<file path="src/rtl/core/cst_pkg.sv">
// ----------------------------------------------------------------------------
// cst_pkg
// Shared types, constants and character helpers for the character stream
// tokenizer: token kinds, scanner modes and the front-to-back queue entry.
// ----------------------------------------------------------------------------
package cst_pkg;

  // Source size bound and the resulting saturation point of the byte offset
  localparam longint unsigned SOURCE_BYTES = 64'd65536;
  localparam logic [15:0] POS_MAX =
    ((SOURCE_BYTES - 64'd1) > 64'd65535) ? 16'hFFFF : 16'(SOURCE_BYTES - 64'd1);

  localparam int unsigned VALUE_W = 63;
  localparam logic [VALUE_W-1:0] VALUE_MAX = {VALUE_W{1'b1}};
  localparam logic [15:0] LEN_MAX = 16'hFFFF;

  // Queue between scanner and output stage
  localparam int unsigned QUEUE_DEPTH = 4;
  localparam int unsigned QPTR_W = $clog2(QUEUE_DEPTH);
  localparam int unsigned QCNT_W = $clog2(QUEUE_DEPTH + 1);

  // Token kinds as seen on the result channel
  typedef enum logic [3:0] {
    KIND_EOF    = 4'd0,
    KIND_INT    = 4'd1,
    KIND_IDENT  = 4'd2,
    KIND_RETURN = 4'd3,
    KIND_LET    = 4'd4,
    KIND_PLUS   = 4'd5,
    KIND_MINUS  = 4'd6,
    KIND_STAR   = 4'd7,
    KIND_SLASH  = 4'd8,
    KIND_ASSIGN = 4'd9,
    KIND_LPAREN = 4'd10,
    KIND_RPAREN = 4'd11,
    KIND_SEMI   = 4'd12,
    KIND_LBRACE = 4'd13,
    KIND_RBRACE = 4'd14,
    KIND_ERROR  = 4'd15
  } token_kind_t;

  // Scanner mode
  typedef enum logic [1:0] {
    MODE_IDLE  = 2'd0,
    MODE_NUM   = 2'd1,
    MODE_IDENT = 2'd2
  } scan_mode_t;

  typedef struct packed {
    token_kind_t        kind;
    logic [VALUE_W-1:0] value;
    logic [15:0]        start;
    logic [15:0]        len;
  } token_t;

  // One queue entry holds every token that a single byte produces
  typedef struct packed {
    token_t first;
    token_t second;
    logic   two;
  } entry_t;

  // Character classes
  function automatic logic is_digit(input logic [7:0] c);
    return (c >= 8'h30) && (c <= 8'h39);
  endfunction

  function automatic logic is_alpha(input logic [7:0] c);
    return ((c >= 8'h61) && (c <= 8'h7A)) || ((c >= 8'h41) && (c <= 8'h5A));
  endfunction

  function automatic logic is_ident_first(input logic [7:0] c);
    return is_alpha(c) || (c == 8'h5F);
  endfunction

  function automatic logic is_space(input logic [7:0] c);
    return (c == 8'h20) || (c == 8'h09) || (c == 8'h0D) || (c == 8'h0A);
  endfunction

  // Keyword spellings, one character per index
  function automatic logic [7:0] kw_return_char(input logic [2:0] idx);
    logic [7:0] r;
    unique case (idx)
      3'd0:    r = 8'h72; // r
      3'd1:    r = 8'h65; // e
      3'd2:    r = 8'h74; // t
      3'd3:    r = 8'h75; // u
      3'd4:    r = 8'h72; // r
      3'd5:    r = 8'h6E; // n
      default: r = 8'h00;
    endcase
    return r;
  endfunction

  function automatic logic [7:0] kw_let_char(input logic [1:0] idx);
    logic [7:0] r;
    unique case (idx)
      2'd0:    r = 8'h6C; // l
      2'd1:    r = 8'h65; // e
      2'd2:    r = 8'h74; // t
      default: r = 8'h00;
    endcase
    return r;
  endfunction

  // Operator decode; anything unknown maps to the error kind
  function automatic token_kind_t op_kind(input logic [7:0] c);
    token_kind_t k;
    unique case (c)
      8'h2B:   k = KIND_PLUS;
      8'h2D:   k = KIND_MINUS;
      8'h2A:   k = KIND_STAR;
      8'h2F:   k = KIND_SLASH;
      8'h3D:   k = KIND_ASSIGN;
      8'h28:   k = KIND_LPAREN;
      8'h29:   k = KIND_RPAREN;
      8'h3B:   k = KIND_SEMI;
      8'h7B:   k = KIND_LBRACE;
      8'h7D:   k = KIND_RBRACE;
      default: k = KIND_ERROR;
    endcase
    return k;
  endfunction

endpackage

</file>
<file path="src/rtl/core/cst_if.sv">
// ----------------------------------------------------------------------------
// cst_if
// Valid/ready channel interfaces: source bytes in, tokens out.
// ----------------------------------------------------------------------------
interface cst_in_if;
  logic       valid;
  logic       ready;
  logic [7:0] ch;

  modport source (output valid, output ch, input ready);
  modport sink   (input valid, input ch, output ready);
endinterface

interface cst_out_if;
  logic        valid;
  logic        ready;
  logic [3:0]  token_kind;
  logic [62:0] int_value;
  logic [15:0] start_pos;
  logic [15:0] token_length;
  logic        last_of_run;

  modport source (output valid, output token_kind, output int_value, output start_pos,
                  output token_length, output last_of_run, input ready);
  modport sink   (input valid, input token_kind, input int_value, input start_pos,
                  input token_length, input last_of_run, output ready);
endinterface

</file>
<file path="src/rtl/core/cst_front.sv">
// ----------------------------------------------------------------------------
// cst_front
// Scanner: accepts one byte per cycle while the queue has room, classifies it,
// tracks the pending token and pushes the tokens the byte completes as one queue entry.
// ----------------------------------------------------------------------------
module cst_front import cst_pkg::*; (
  input  logic       clk,
  input  logic       rst,
  input  logic       in_valid,
  output logic       in_ready,
  input  logic [7:0] in_ch,
  output logic       push,
  output entry_t     push_entry,
  input  logic       push_ready
);

  scan_mode_t         mode, mode_next;
  logic [VALUE_W-1:0] accum, accum_next;
  logic [15:0]        start, start_next;
  logic [15:0]        len, len_next;
  logic [15:0]        pos, pos_next;
  logic [1:0]         flags, flags_next;
  logic               halted, halted_next;

  logic               accept;
  logic               digit, ident_more, ident_first;
  logic [3:0]         dval;
  logic [VALUE_W+3:0] mac;
  logic [VALUE_W-1:0] accum_dig;
  logic [15:0]        len_inc;
  logic [1:0]         flags_trk;
  token_t             flush_tok, emit_tok;
  logic               have_flush, emit_valid;

  assign in_ready = push_ready;
  assign accept   = in_valid && push_ready;

  // Byte classification
  assign digit       = is_digit(in_ch);
  assign ident_first = is_ident_first(in_ch);
  assign ident_more  = ident_first || digit;
  assign dval        = 4'(in_ch - 8'h30);

  // Saturating value*10 + digit, done as shifts and adds
  assign mac = ({4'b0, accum} << 3) + ({4'b0, accum} << 1) + {{VALUE_W{1'b0}}, dval};
  assign accum_dig = (mac > {4'b0, VALUE_MAX}) ? VALUE_MAX : mac[VALUE_W-1:0];

  assign len_inc = (len != LEN_MAX) ? len + 16'd1 : len;

  // Keyword candidates after this byte lands at index len
  always_comb begin
    flags_trk = flags;
    if (len >= 16'd6 || kw_return_char(len[2:0]) != in_ch) flags_trk[0] = 1'b0;
    if (len >= 16'd3 || kw_let_char(len[1:0]) != in_ch)    flags_trk[1] = 1'b0;
  end

  // Token that ends if this byte does not continue it
  always_comb begin
    flush_tok       = '0;
    flush_tok.start = start;
    flush_tok.len   = len;
    if (mode == MODE_NUM) begin
      flush_tok.kind  = KIND_INT;
      flush_tok.value = accum;
    end else if (flags[0] && len == 16'd6) begin
      flush_tok.kind = KIND_RETURN;
    end else if (flags[1] && len == 16'd3) begin
      flush_tok.kind = KIND_LET;
    end else begin
      flush_tok.kind = KIND_IDENT;
    end
  end

  // Scanner next state and queue push
  always_comb begin
    mode_next   = mode;
    accum_next  = accum;
    start_next  = start;
    len_next    = len;
    pos_next    = pos;
    flags_next  = flags;
    halted_next = halted;
    have_flush  = 1'b0;
    emit_valid  = 1'b0;
    emit_tok    = '0;
    emit_tok.start = pos;
    push        = 1'b0;
    push_entry  = '0;

    if (accept && !halted) begin
      if (mode == MODE_NUM && digit) begin
        accum_next = accum_dig;
        len_next   = len_inc;
      end else if (mode == MODE_IDENT && ident_more) begin
        flags_next = flags_trk;
        len_next   = len_inc;
      end else begin
        have_flush = (mode == MODE_NUM) || (mode == MODE_IDENT);
        mode_next  = MODE_IDLE;
        if (is_space(in_ch)) begin
          // skipped
        end else if (digit) begin
          mode_next  = MODE_NUM;
          start_next = pos;
          len_next   = 16'd1;
          accum_next = {{(VALUE_W-4){1'b0}}, dval};
          flags_next = 2'b11;
        end else if (ident_first) begin
          mode_next  = MODE_IDENT;
          start_next = pos;
          len_next   = 16'd1;
          accum_next = '0;
          flags_next = {in_ch == kw_let_char(2'd0), in_ch == kw_return_char(3'd0)};
        end else if (in_ch == 8'h00) begin
          emit_valid    = 1'b1;
          emit_tok.kind = KIND_EOF;
        end else begin
          emit_valid    = 1'b1;
          emit_tok.kind = op_kind(in_ch);
          if (op_kind(in_ch) == KIND_ERROR) halted_next = 1'b1;
        end
      end

      // Offset of the next byte; end of source restarts counting
      if (in_ch == 8'h00 && !(mode == MODE_IDENT && ident_more)
          && !(mode == MODE_NUM && digit)) begin
        pos_next = '0;
      end else if (pos < POS_MAX) begin
        pos_next = pos + 16'd1;
      end

      push = have_flush || emit_valid;
      if (have_flush) begin
        push_entry.first  = flush_tok;
        push_entry.second = emit_tok;
        push_entry.two    = emit_valid;
      end else begin
        push_entry.first  = emit_tok;
        push_entry.two    = 1'b0;
      end
    end
  end

  always_ff @(posedge clk) begin
    if (rst) begin
      mode   <= MODE_IDLE;
      accum  <= '0;
      start  <= '0;
      len    <= '0;
      pos    <= '0;
      flags  <= 2'b11;
      halted <= 1'b0;
    end else begin
      mode   <= mode_next;
      accum  <= accum_next;
      start  <= start_next;
      len    <= len_next;
      pos    <= pos_next;
      flags  <= flags_next;
      halted <= halted_next;
    end
  end

endmodule

</file>
<file path="src/rtl/core/cst_queue.sv">
// ----------------------------------------------------------------------------
// cst_queue
// Short FIFO of token entries between the scanner and the output stage.
// ----------------------------------------------------------------------------
module cst_queue import cst_pkg::*; (
  input  logic   clk,
  input  logic   rst,
  input  logic   push,
  input  entry_t push_entry,
  output logic   push_ready,
  output logic   head_valid,
  output entry_t head,
  input  logic   pop
);

  entry_t              slots [QUEUE_DEPTH];
  logic [QPTR_W-1:0]   wr_ptr, rd_ptr;
  logic [QCNT_W-1:0]   count;
  logic                do_push, do_pop;

  assign push_ready = (count != QCNT_W'(QUEUE_DEPTH));
  assign head_valid = (count != '0);
  assign head       = slots[rd_ptr];
  assign do_push    = push && push_ready;
  assign do_pop     = pop && head_valid;

  // Entry storage
  always_ff @(posedge clk) begin
    if (do_push) slots[wr_ptr] <= push_entry;
  end

  // Pointers and fill count
  always_ff @(posedge clk) begin
    if (rst) begin
      wr_ptr <= '0;
      rd_ptr <= '0;
      count  <= '0;
    end else begin
      if (do_push) wr_ptr <= wr_ptr + 1'b1;
      if (do_pop)  rd_ptr <= rd_ptr + 1'b1;
      if (do_push && !do_pop)      count <= count + 1'b1;
      else if (!do_push && do_pop) count <= count - 1'b1;
    end
  end

endmodule

</file>
<file path="src/rtl/core/cst_back.sv">
// ----------------------------------------------------------------------------
// cst_back
// Output stage: splits each queue entry into single tokens and holds the
// current token in an output register until the receiver takes it.
// ----------------------------------------------------------------------------
module cst_back import cst_pkg::*; (
  input  logic   clk,
  input  logic   rst,
  input  logic   head_valid,
  input  entry_t head,
  output logic   pop,
  output logic   out_valid,
  input  logic   out_ready,
  output token_t out_tok,
  output logic   out_last
);

  logic   sub;
  logic   load;
  logic   last_sel;
  token_t sel_tok;

  // Pick the token of the head entry that goes next
  assign load     = !out_valid || out_ready;
  assign sel_tok  = sub ? head.second : head.first;
  assign last_sel = sub || !head.two;
  assign pop      = load && head_valid && last_sel;

  // Control: valid flag and position inside the entry
  always_ff @(posedge clk) begin
    if (rst) begin
      out_valid <= 1'b0;
      sub       <= 1'b0;
    end else if (load) begin
      out_valid <= head_valid;
      if (head_valid) sub <= !last_sel;
    end
  end

  // Payload register
  always_ff @(posedge clk) begin
    if (load && head_valid) begin
      out_tok  <= sel_tok;
      out_last <= last_sel;
    end
  end

endmodule

</file>
<file path="src/rtl/core/char_stream_tokenizer_core.sv">
// ----------------------------------------------------------------------------
// char_stream_tokenizer_core
// Byte-stream lexer: whitespace skip, saturating integers, identifiers with
// keyword match, single-character operators, EOF and error tokens.
// ----------------------------------------------------------------------------
// Usage:
//   src carries one source byte per item; a zero byte ends the source, emits
//   EOF and restarts byte offsets at zero. tok carries one token per item;
//   last_of_run marks the final token caused by a given byte.
//   Throughput: one byte per cycle while the queue has room. A byte that
//   ends a pending token and is itself a token yields two tokens, which leave
//   one per cycle through the output register while tok is ready; the scanner
//   keeps taking bytes meanwhile. With the queue empty, the combinational
//   scanner writes the entry at the edge that accepts the byte; the output
//   register then loads the token from the queue head and drives tok. The
//   second token of a pair is loaded from the same entry when the first is
//   taken. When tok stalls, the four-entry queue fills and src.ready drops;
//   nothing is lost. After an unrecognized byte the error token is emitted
//   and the block swallows further bytes without output until reset.
//   Reset (rst, synchronous) empties the queue and output register and puts
//   the scanner between tokens at offset zero.
// ----------------------------------------------------------------------------
module char_stream_tokenizer_core import cst_pkg::*; (
  input logic       clk,
  input logic       rst,
  cst_in_if.sink    src,
  cst_out_if.source tok
);

  logic   push, push_ready;
  entry_t push_entry;
  logic   head_valid, pop;
  entry_t head;
  token_t out_tok;
  logic   out_last;

  // Scanner
  cst_front u_front (
    .clk        (clk),
    .rst        (rst),
    .in_valid   (src.valid),
    .in_ready   (src.ready),
    .in_ch      (src.ch),
    .push       (push),
    .push_entry (push_entry),
    .push_ready (push_ready)
  );

  // Decoupling queue
  cst_queue u_queue (
    .clk        (clk),
    .rst        (rst),
    .push       (push),
    .push_entry (push_entry),
    .push_ready (push_ready),
    .head_valid (head_valid),
    .head       (head),
    .pop        (pop)
  );

  // Output stage
  cst_back u_back (
    .clk        (clk),
    .rst        (rst),
    .head_valid (head_valid),
    .head       (head),
    .pop        (pop),
    .out_valid  (tok.valid),
    .out_ready  (tok.ready),
    .out_tok    (out_tok),
    .out_last   (out_last)
  );

  assign tok.token_kind   = out_tok.kind;
  assign tok.int_value    = out_tok.value;
  assign tok.start_pos    = out_tok.start;
  assign tok.token_length = out_tok.len;
  assign tok.last_of_run  = out_last;

endmodule

</file>
<file path="src/flat_wrapper.sv">
// flat-port wrapper written by rule: the top's interface ports become plain ports
module char_stream_tokenizer_core_flat import cst_pkg::*;
  (clk, rst, src_valid, src_ch, src_ready, tok_valid, tok_token_kind, tok_int_value, tok_start_pos, tok_token_length, tok_last_of_run, tok_ready);
  cst_in_if src_i ();
  cst_out_if tok_i ();
  input logic clk;
  input logic rst;
  input wire logic [$bits(src_i.valid)-1:0] src_valid;
  input wire logic [$bits(src_i.ch)-1:0] src_ch;
  output wire logic [$bits(src_i.ready)-1:0] src_ready;
  output wire logic [$bits(tok_i.valid)-1:0] tok_valid;
  output wire logic [$bits(tok_i.token_kind)-1:0] tok_token_kind;
  output wire logic [$bits(tok_i.int_value)-1:0] tok_int_value;
  output wire logic [$bits(tok_i.start_pos)-1:0] tok_start_pos;
  output wire logic [$bits(tok_i.token_length)-1:0] tok_token_length;
  output wire logic [$bits(tok_i.last_of_run)-1:0] tok_last_of_run;
  input wire logic [$bits(tok_i.ready)-1:0] tok_ready;
  assign src_i.valid = src_valid;
  assign src_i.ch = src_ch;
  assign src_ready = src_i.ready;
  assign tok_valid = tok_i.valid;
  assign tok_token_kind = tok_i.token_kind;
  assign tok_int_value = tok_i.int_value;
  assign tok_start_pos = tok_i.start_pos;
  assign tok_token_length = tok_i.token_length;
  assign tok_last_of_run = tok_i.last_of_run;
  assign tok_i.ready = tok_ready;
  char_stream_tokenizer_core u_core (.clk(clk), .rst(rst), .src(src_i), .tok(tok_i));
endmodule
</file>
<file path="config.mk">
export PLATFORM = sky130hd
export DESIGN_NAME = char_stream_tokenizer_core_flat
export DESIGN_NICKNAME = d
export VERILOG_FILES = /design/src/rtl/core/cst_pkg.sv /design/src/rtl/core/cst_if.sv /design/src/rtl/core/cst_front.sv /design/src/rtl/core/cst_queue.sv /design/src/rtl/core/cst_back.sv /design/src/rtl/core/char_stream_tokenizer_core.sv /design/src/flat_wrapper.sv
export SDC_FILE = /design/constraint.sdc
export NUM_CORES = 1
export LEC_CHECK = 0
export BUFFER_PORTS_ARGS = -buffer_cell sky130_fd_sc_hd__buf_2
export CORE_MARGIN = 2
export CORE_UTILIZATION = 63
export CTS_CLUSTER_SIZE = 20
export DETAILED_ROUTE_END_ITERATION = 10
export HOLD_SLACK_MARGIN = 0.08
export PLACE_DENSITY = 0.8
export SYNTH_ARGS = -nofsm -noshare
export SYNTH_HDL_FRONTEND = slang
export SYNTH_HIERARCHICAL = 1
export SYNTH_SLANG_ARGS = --single-unit
</file>
<file path="constraint.sdc">
create_clock -name clk -period 15.29 [get_ports clk]
set_input_delay 3.058 -clock clk [delete_from_list [all_inputs] [get_ports clk]]
set_output_delay 3.058 -clock clk [all_outputs]
set_load 0.01 [all_outputs]
</file>
Word-level counts from Yosys, hierarchy flattened
Memories as Yosys holds them, arrays and structs flattened. A register that Yosys moved wholly into a read port is not among the register bits.
Index checks and enable logic that the tools add are counted.
- bits in registers: 225
- RAM bits: 796
- input port bits: 12
- logic and storage cells: 206
- memories: 1
- add/sub/neg operators: 9
- magnitude comparators: 10
- equality and inequality tests: 39
- muxes and demuxes: 66
- bitwise gates (word level): 6
- reduce and logical (&&, ||, !) cells: 57
- memories (name ; words ; width ; read ports ; clocked after memory_dff ; write ports ; line ; text):
    u_core.u_queue.slots ; 4 ; 199 ; 1 ; 1 ; 1 ; cst_queue.sv:16 ; entry_t slots [QUEUE_DEPTH];
- operator list (cell ; count):
    $mux 63 ; 7
    $mux 99 ; 3
    $mux 199 ; 1
    $mux 16 ; 10
    $eq 8x6->1 const B ; 9
    $add 66x64->67 ; 1
    $add 67x4->67 ; 1
    $gt 67x63->1 const B ; 1
    $mux 4 ; 13
    $eq 8x7->1 const B ; 5
    $pmux 4 s10 ; 1
    $pmux 7 s5 ; 1
    $add 16x1->16 const B ; 2
    $eq 8x4->1 const B ; 3
    $pmux 7 s3 ; 1
    $mux 2 ; 9
    $logic_and 1x1->1 ; 17
    $eq 16x2->1 const B ; 1
    $eq 16x3->1 const B ; 1
    $ge 16x2->1 const B ; 1
    $ge 16x3->1 const B ; 1
    $ge 8x7->1 const B ; 2
    $le 8x7->1 const B ; 2
    $lt 16x16->1 const B ; 1
    other kinds (35) ; 93

Logic depth before layout (Yosys ltp)
- depth in word-level cells: 17
- gate-level depth with buffers: 18

By module
The synthesis kept the hierarchy.
- by module, submodules not included (module ; times used ; cells each ; area an instance (sq um)):
    cst_queue ; 1 ; 1087 ; 29148.0
    cst_front ; 1 ; 1613 ; 11805.1
    cst_back ; 1 ; 223 ; 4330.4

Least setup slack after synthesis
OpenSTA, ideal clock, no wires.
- path type: in2reg
- start point: in src_ch[1]
- end point: mem u_core/u_queue/slots[0][0] (netlist name), enable pin
- arrival: 9.402 ns
- data required time: 14.706 ns
- setup slack: 5.304 ns
- stages: 11
- path buffers: 3
- cells stage by stage: or2_1 clkbuf_1 nor2_1 a2111oi_4 o21ai_0 nand2b_1 clkbuf_1 clkbuf_1 a21oi_1 a21boi_2 and2_1
- longest elaborated chain between the ends: 15
- RTL lines (element ; line ; text):
    from (decl) ; flat_wrapper.sv:9 ; input wire logic [$bits(src_i.ch)-1:0] src_ch;
    $ge 8x7->1 or $le 8x7->1 (tied branches) ; cst_pkg.sv:69 ; return ((c >= 8'h61) && (c <= 8'h7A)) || ((c >= 8'h41) && (c <= 8'h5A));
    $logic_and 1x1->1 ; cst_pkg.sv:69 ;
    $logic_or 1x1->1 ; cst_pkg.sv:69 ;
    $logic_or 1x1->1 ; cst_pkg.sv:73 ; return is_alpha(c) || (c == 8'h5F);
    $mux 1 ; cst_front.sv:108 ; end else if (ident_first) begin
    $mux 1 ; cst_front.sv:102 ; end else if (digit) begin
    $mux 1 ; cst_front.sv:100 ; if (is_space(in_ch)) begin
    $mux 1 ; cst_front.sv:94 ; end else if (mode == MODE_IDENT && ident_more) begin
    $mux 1 ; cst_front.sv:91 ; if (mode == MODE_NUM && digit) begin
    $mux 1 ; cst_front.sv:90 ; if (accept && !halted) begin
    $logic_or 1x1->1 * ; cst_front.sv:132 ; push = have_flush || emit_valid;
    $mux 1 * ; cst_front.sv:90 ;
    net u_core.push ; char_stream_tokenizer_core.sv:30 ; logic push, push_ready;
    $logic_and 1x1->1 * ; cst_queue.sv:24 ; assign do_push = push && push_ready;
    net u_core.u_queue.do_push ; cst_queue.sv:19 ; logic do_push, do_pop;
    $mux 1 * ; cst_queue.sv:29 ; if (do_push) slots[wr_ptr] <= push_entry;
    $mux 1 (not written as such) * ; cst_queue.sv:29 ;
    to (decl) ; cst_queue.sv:16 ;
Mark *: on every way through the listed nets, which the timed path passes. The rest lies on a longest branch. The select of a mux whose other input is x is not followed.

Final worst setup path
- start point: in src_ch[3]
- end point: reg u_core.u_front.accum[57]
- longest elaborated chain between the ends: 8
- RTL lines (element ; line ; text):
    branches (longest 8 deep; another with $add 67x4->67) ; -- ;
    to (signal assigned) ; cst_front.sv:155 ; accum <= accum_next;
    to (decl) ; cst_front.sv:18 ; logic [VALUE_W-1:0] accum, accum_next;
Several ways; the timed one is not identified. The select of a mux whose other input is x is not followed.
A chain may end at the register's enable or synchronous reset.

==> impl_metrics.csv <==
group,metric,value,unit
run_status,outcome,"finished, final reports clean",
cts,htreeDepth,3,
floorplanning,rows,98,
cells_and_area,area_growth,9.300,%
floorplanning,core,71360,sq um
critical_path,endpoint_kind,"register",
global_route,grt_overflow_total,0,
power,power_density,151.4,nW/um^2
placed_design,dp_hpwl,55.76,mm
run,maxCapViolCount,0,
placed_design,place_congestion,0.9006,
floorplanning,die-height,272.1,um
critical_path,cp.arrival,7.86,ns
cts,cts_tree,"done",
hold_path,hold_path.class,"reg -> reg",
cts,hold_buffers,0,
floorplanning,num_io_pins,114,
cts,cts_resized,0,
hold_path,holdPathStages,2,
timing,period_share,47.67,%
cts,cts_buffers,99,
yosys,yosys-mux-area-fraction,12.92,%
critical_path,path_class,"in -> reg",
timing,clock_skew,0.02640,ns
timing,hold_violations,0,
timing,slew_headroom,16.01,%
cts,clk_pin_slew,0.06,ns
hold_path,hp-start,"u_core/u_front/start[15]",
yosys,synth_compound_area_share,6.206,%
yosys,synth_top_family_by_area,"multiplexers",
global_route,grt_pass1_wl,145.1,mm
power,ir_worst_vdd,135.7,uV
cells_and_area,drive_above_1_share,20.41,%
floorplanning,die_area,74040,sq um
detailed_routing,vias,25190,
cts,root_buffer,"clkbuf_16",
cts,clk_latency,0.67,ns
timing,finalSetupViolCount,0,
yosys,synth_fa_ha_area_share,3.973,%
yosys,yosys.area_share.simple,6.805,%
cells_and_area,num-nets-final,3164,
critical_path,r2r_start,"u_core/u_front/accum[2]",
yosys,avgSynthCellArea,15.49,sq um
yosys,synth_cells,2923,
timing,fin_crit,7.289,ns
detailed_routing,dr.first_iter.drc_count,2199,
critical_path,reg2reg_depth,14,
cts,post_cts_buffers,0,
yosys,syn_area,45280,sq um
timing,setup_tns,0,ns
global_route,grt_max_degree,73,
cells_and_area,final_common_cell,"edfxtp_1",
critical_path,cp.required,15.86,ns
critical_path,cp-start-kind,"input pin",
global_route,grt_pass1_vias,25800,
cells_and_area,nFillCells,4607,
cells_and_area,layout.cells.non_filler,4048,
placed_design,dp_cells,3859,
cts,cts_num_sinks,1023,
power,leakagePower,17.30,nW
floorplanning,die_x,272.1,um
global_route,gr-usage-all-layers,25.12,%
cts,clk_path_buf_depth,3,
placed_design,io_buffers,113,
timing,max_freq,0.1372,GHz
detailed_routing,via_per_inst,6.224,
critical_path,crit_fanout,29,
yosys,synth_edf_count,896,
global_route,antenna_found_initial,5,
floorplanning,initial_utilization,63.45,%
detailed_routing,antenna_left,0,
detailed_routing,wl_per_cell,22.64,um
yosys,synthArstFlopShare,0,%
cells_and_area,final_cell_mix,"edfxtp_1 (896), mux4_2 (199), nand2_1 (194), a21oi_1 (176), ha_1 (139)",
detailed_routing,route.detailed.drc,0,
timing,drv_slew,0,
detailed_routing,first_pass_iters,6,
critical_path,crit_start,"src_ch[3]",
yosys,ys_types,79,
detailed_routing,routed_wl,91.64,mm
yosys,ys_ff_latch,1023,
yosys,ys_seq_area_share,65.03,%
timing,worstMarginPinSlew,1.255,ns
yosys,synth-xor-area-share,1.528,%
yosys,yosysWarnings,6,
timing,rsz0062_at_grt,"false",
yosys,synthFlopType,"edfxtp_1",
==> routing by layer <==
layer  vias up  track usage [%]  share of wire (%)
met5         -                0              0.056
met1     12870            35.14                 43
met2       767            41.97                 50
met4         8            7.186                2.2
li1      11400                -                  -
met3       151            3.394                5.4
==> metrics by stage <==
step                      hold slack, ns  instance area (sq um)  total power, mW  setup slack (ns)  util (%)
after global routing              0.4752                  49500            7.787             7.656     69.36
final                             0.4542                  49500            7.493             8.001     69.36
after floorplan                   0.4311                  45580            4.746             5.304         -
after global placement            0.4412                  46160            5.044             7.591     64.69
after CTS                         0.4557                  49490            7.575             8.091     69.35
after detailed placement          0.4473                  46160            5.102             7.427     64.69
==> report_power, final <==
group          switching [mW]  internal, mW
clock network            1.05          1.42
registers               0.139          3.50
logic                   0.770         0.622
total                    1.95          5.54
==> cell families (layout without fill, tap and decap cells) <==
logic type	after synthesis	count (layout)
AO/OA/AOI/OAI	455	455
XOR/XNOR	79	79
adder cells (fa/ha/maj)	142	142
buffers and inverters	274	370
flip-flops	1023	1023
multiplexers	323	323
other	1	80
AND/OR/NAND/NOR	626	626
==> critical path, cell delays in order <==
cell,delay (ns)
buf_2,0.30
inv_1,0.18
fa_1,0.56
fa_1,0.47
nand2b_1,0.18
a21oi_1,0.36
o21ai_0,0.20
nand2_1,0.12
a31oi_1,0.28
o21ai_0,0.63
nand4_1,0.19
nand4_1,0.36
buf_4,0.45
nand2_2,0.32
o211ai_1,0.17
==> cell usage after synthesis, types with 4 or more instances <==
library cell,number,area (sq um)
edfxtp_1,896,26910
mux4_2,199,4482
nand2_1,194,728.2
a21oi_1,176,880.8
ha_1,139,1739
dfxtp_1,127,2542
nor2_1,125,469.2
mux2_2,103,1160
and2_1,97,606.8
o21ai_0,96,480.5
buf_4,81,608.1
clkbuf_1,71,266.5
buf_2,47,235.2
xor2_1,45,394.1
inv_1,37,138.9
nor3_1,36,180.2
xnor2_1,34,297.8
nand3_1,32,160.2
nand4_1,31,193.9
a21o_1,29,217.7
buf_6,27,304.0
and3_1,23,143.9
mux2i_1,21,210.2
nor4_1,20,125.1
nand2b_1,18,112.6
o21ai_1,18,90.09
o211ai_1,15,112.6
a31oi_1,14,87.58
a22oi_1,13,97.59
or3_1,13,81.33
nor2b_1,11,68.82
buf_1,9,33.78
a211oi_1,8,60.06
o21a_1,8,60.06
o21bai_1,8,60.06
a221oi_1,7,61.31
a2111o_1,5,56.30
a211o_1,5,43.79
a311oi_1,5,43.79
nor3b_1,5,37.54
o31ai_1,5,37.54
a41oi_1,4,35.03
and4_1,4,35.03
o22ai_1,4,25.02
==> worst paths after layout <==
check	to	slack [ns]
hold / removal	u_core/u_front/start[15]	0.45
setup reg to reg	u_core/u_front/accum[57]	10.49
hold reg to reg	u_core/u_front/start[15]	0.45
setup / recovery	u_core/u_front/accum[57]	8.00
==> flip-flops by register name, summed over array words and instances, names as in the netlist, named ones only <==
signal / flops
u_core/u_front/halted: 1
u_core/u_queue/rd_ptr: 2
u_core/u_queue/slots: 796
u_core/u_back/out_last: 1
u_core/u_front/len: 16
u_core/u_back/out_tok: 99
u_core/u_front/flags: 2
u_core/u_front/start: 16
u_core/u_back/sub: 1
u_core/u_queue/wr_ptr: 2
u_core/u_front/pos: 16
u_core/u_queue/count: 3
u_core/u_back/out_valid: 1
u_core/u_front/accum: 63
u_core/u_front/mode: 2
==> final cells by class <==
| cell class | instances | area [sq um] | area share [%] |
|---|---|---|---|
| Sequential cell | 1023 | 29460 | 59.52 |
| Multi-Input combinational cell | 1704 | 14570 | 29.44 |
| Clock buffer | 121 | 2580 | 5.213 |
| Tap cell | 950 | 1189 | 2.402 |
| Timing Repair Buffer | 145 | 805.8 | 1.628 |
| Clock inverter | 67 | 750.7 | 1.517 |
| Inverter | 37 | 138.9 | 0.2806 |
| Antenna cell | 1 | 2.502 | 0.005056 |
No activity file was read; power rests on OpenSTA's default activity.
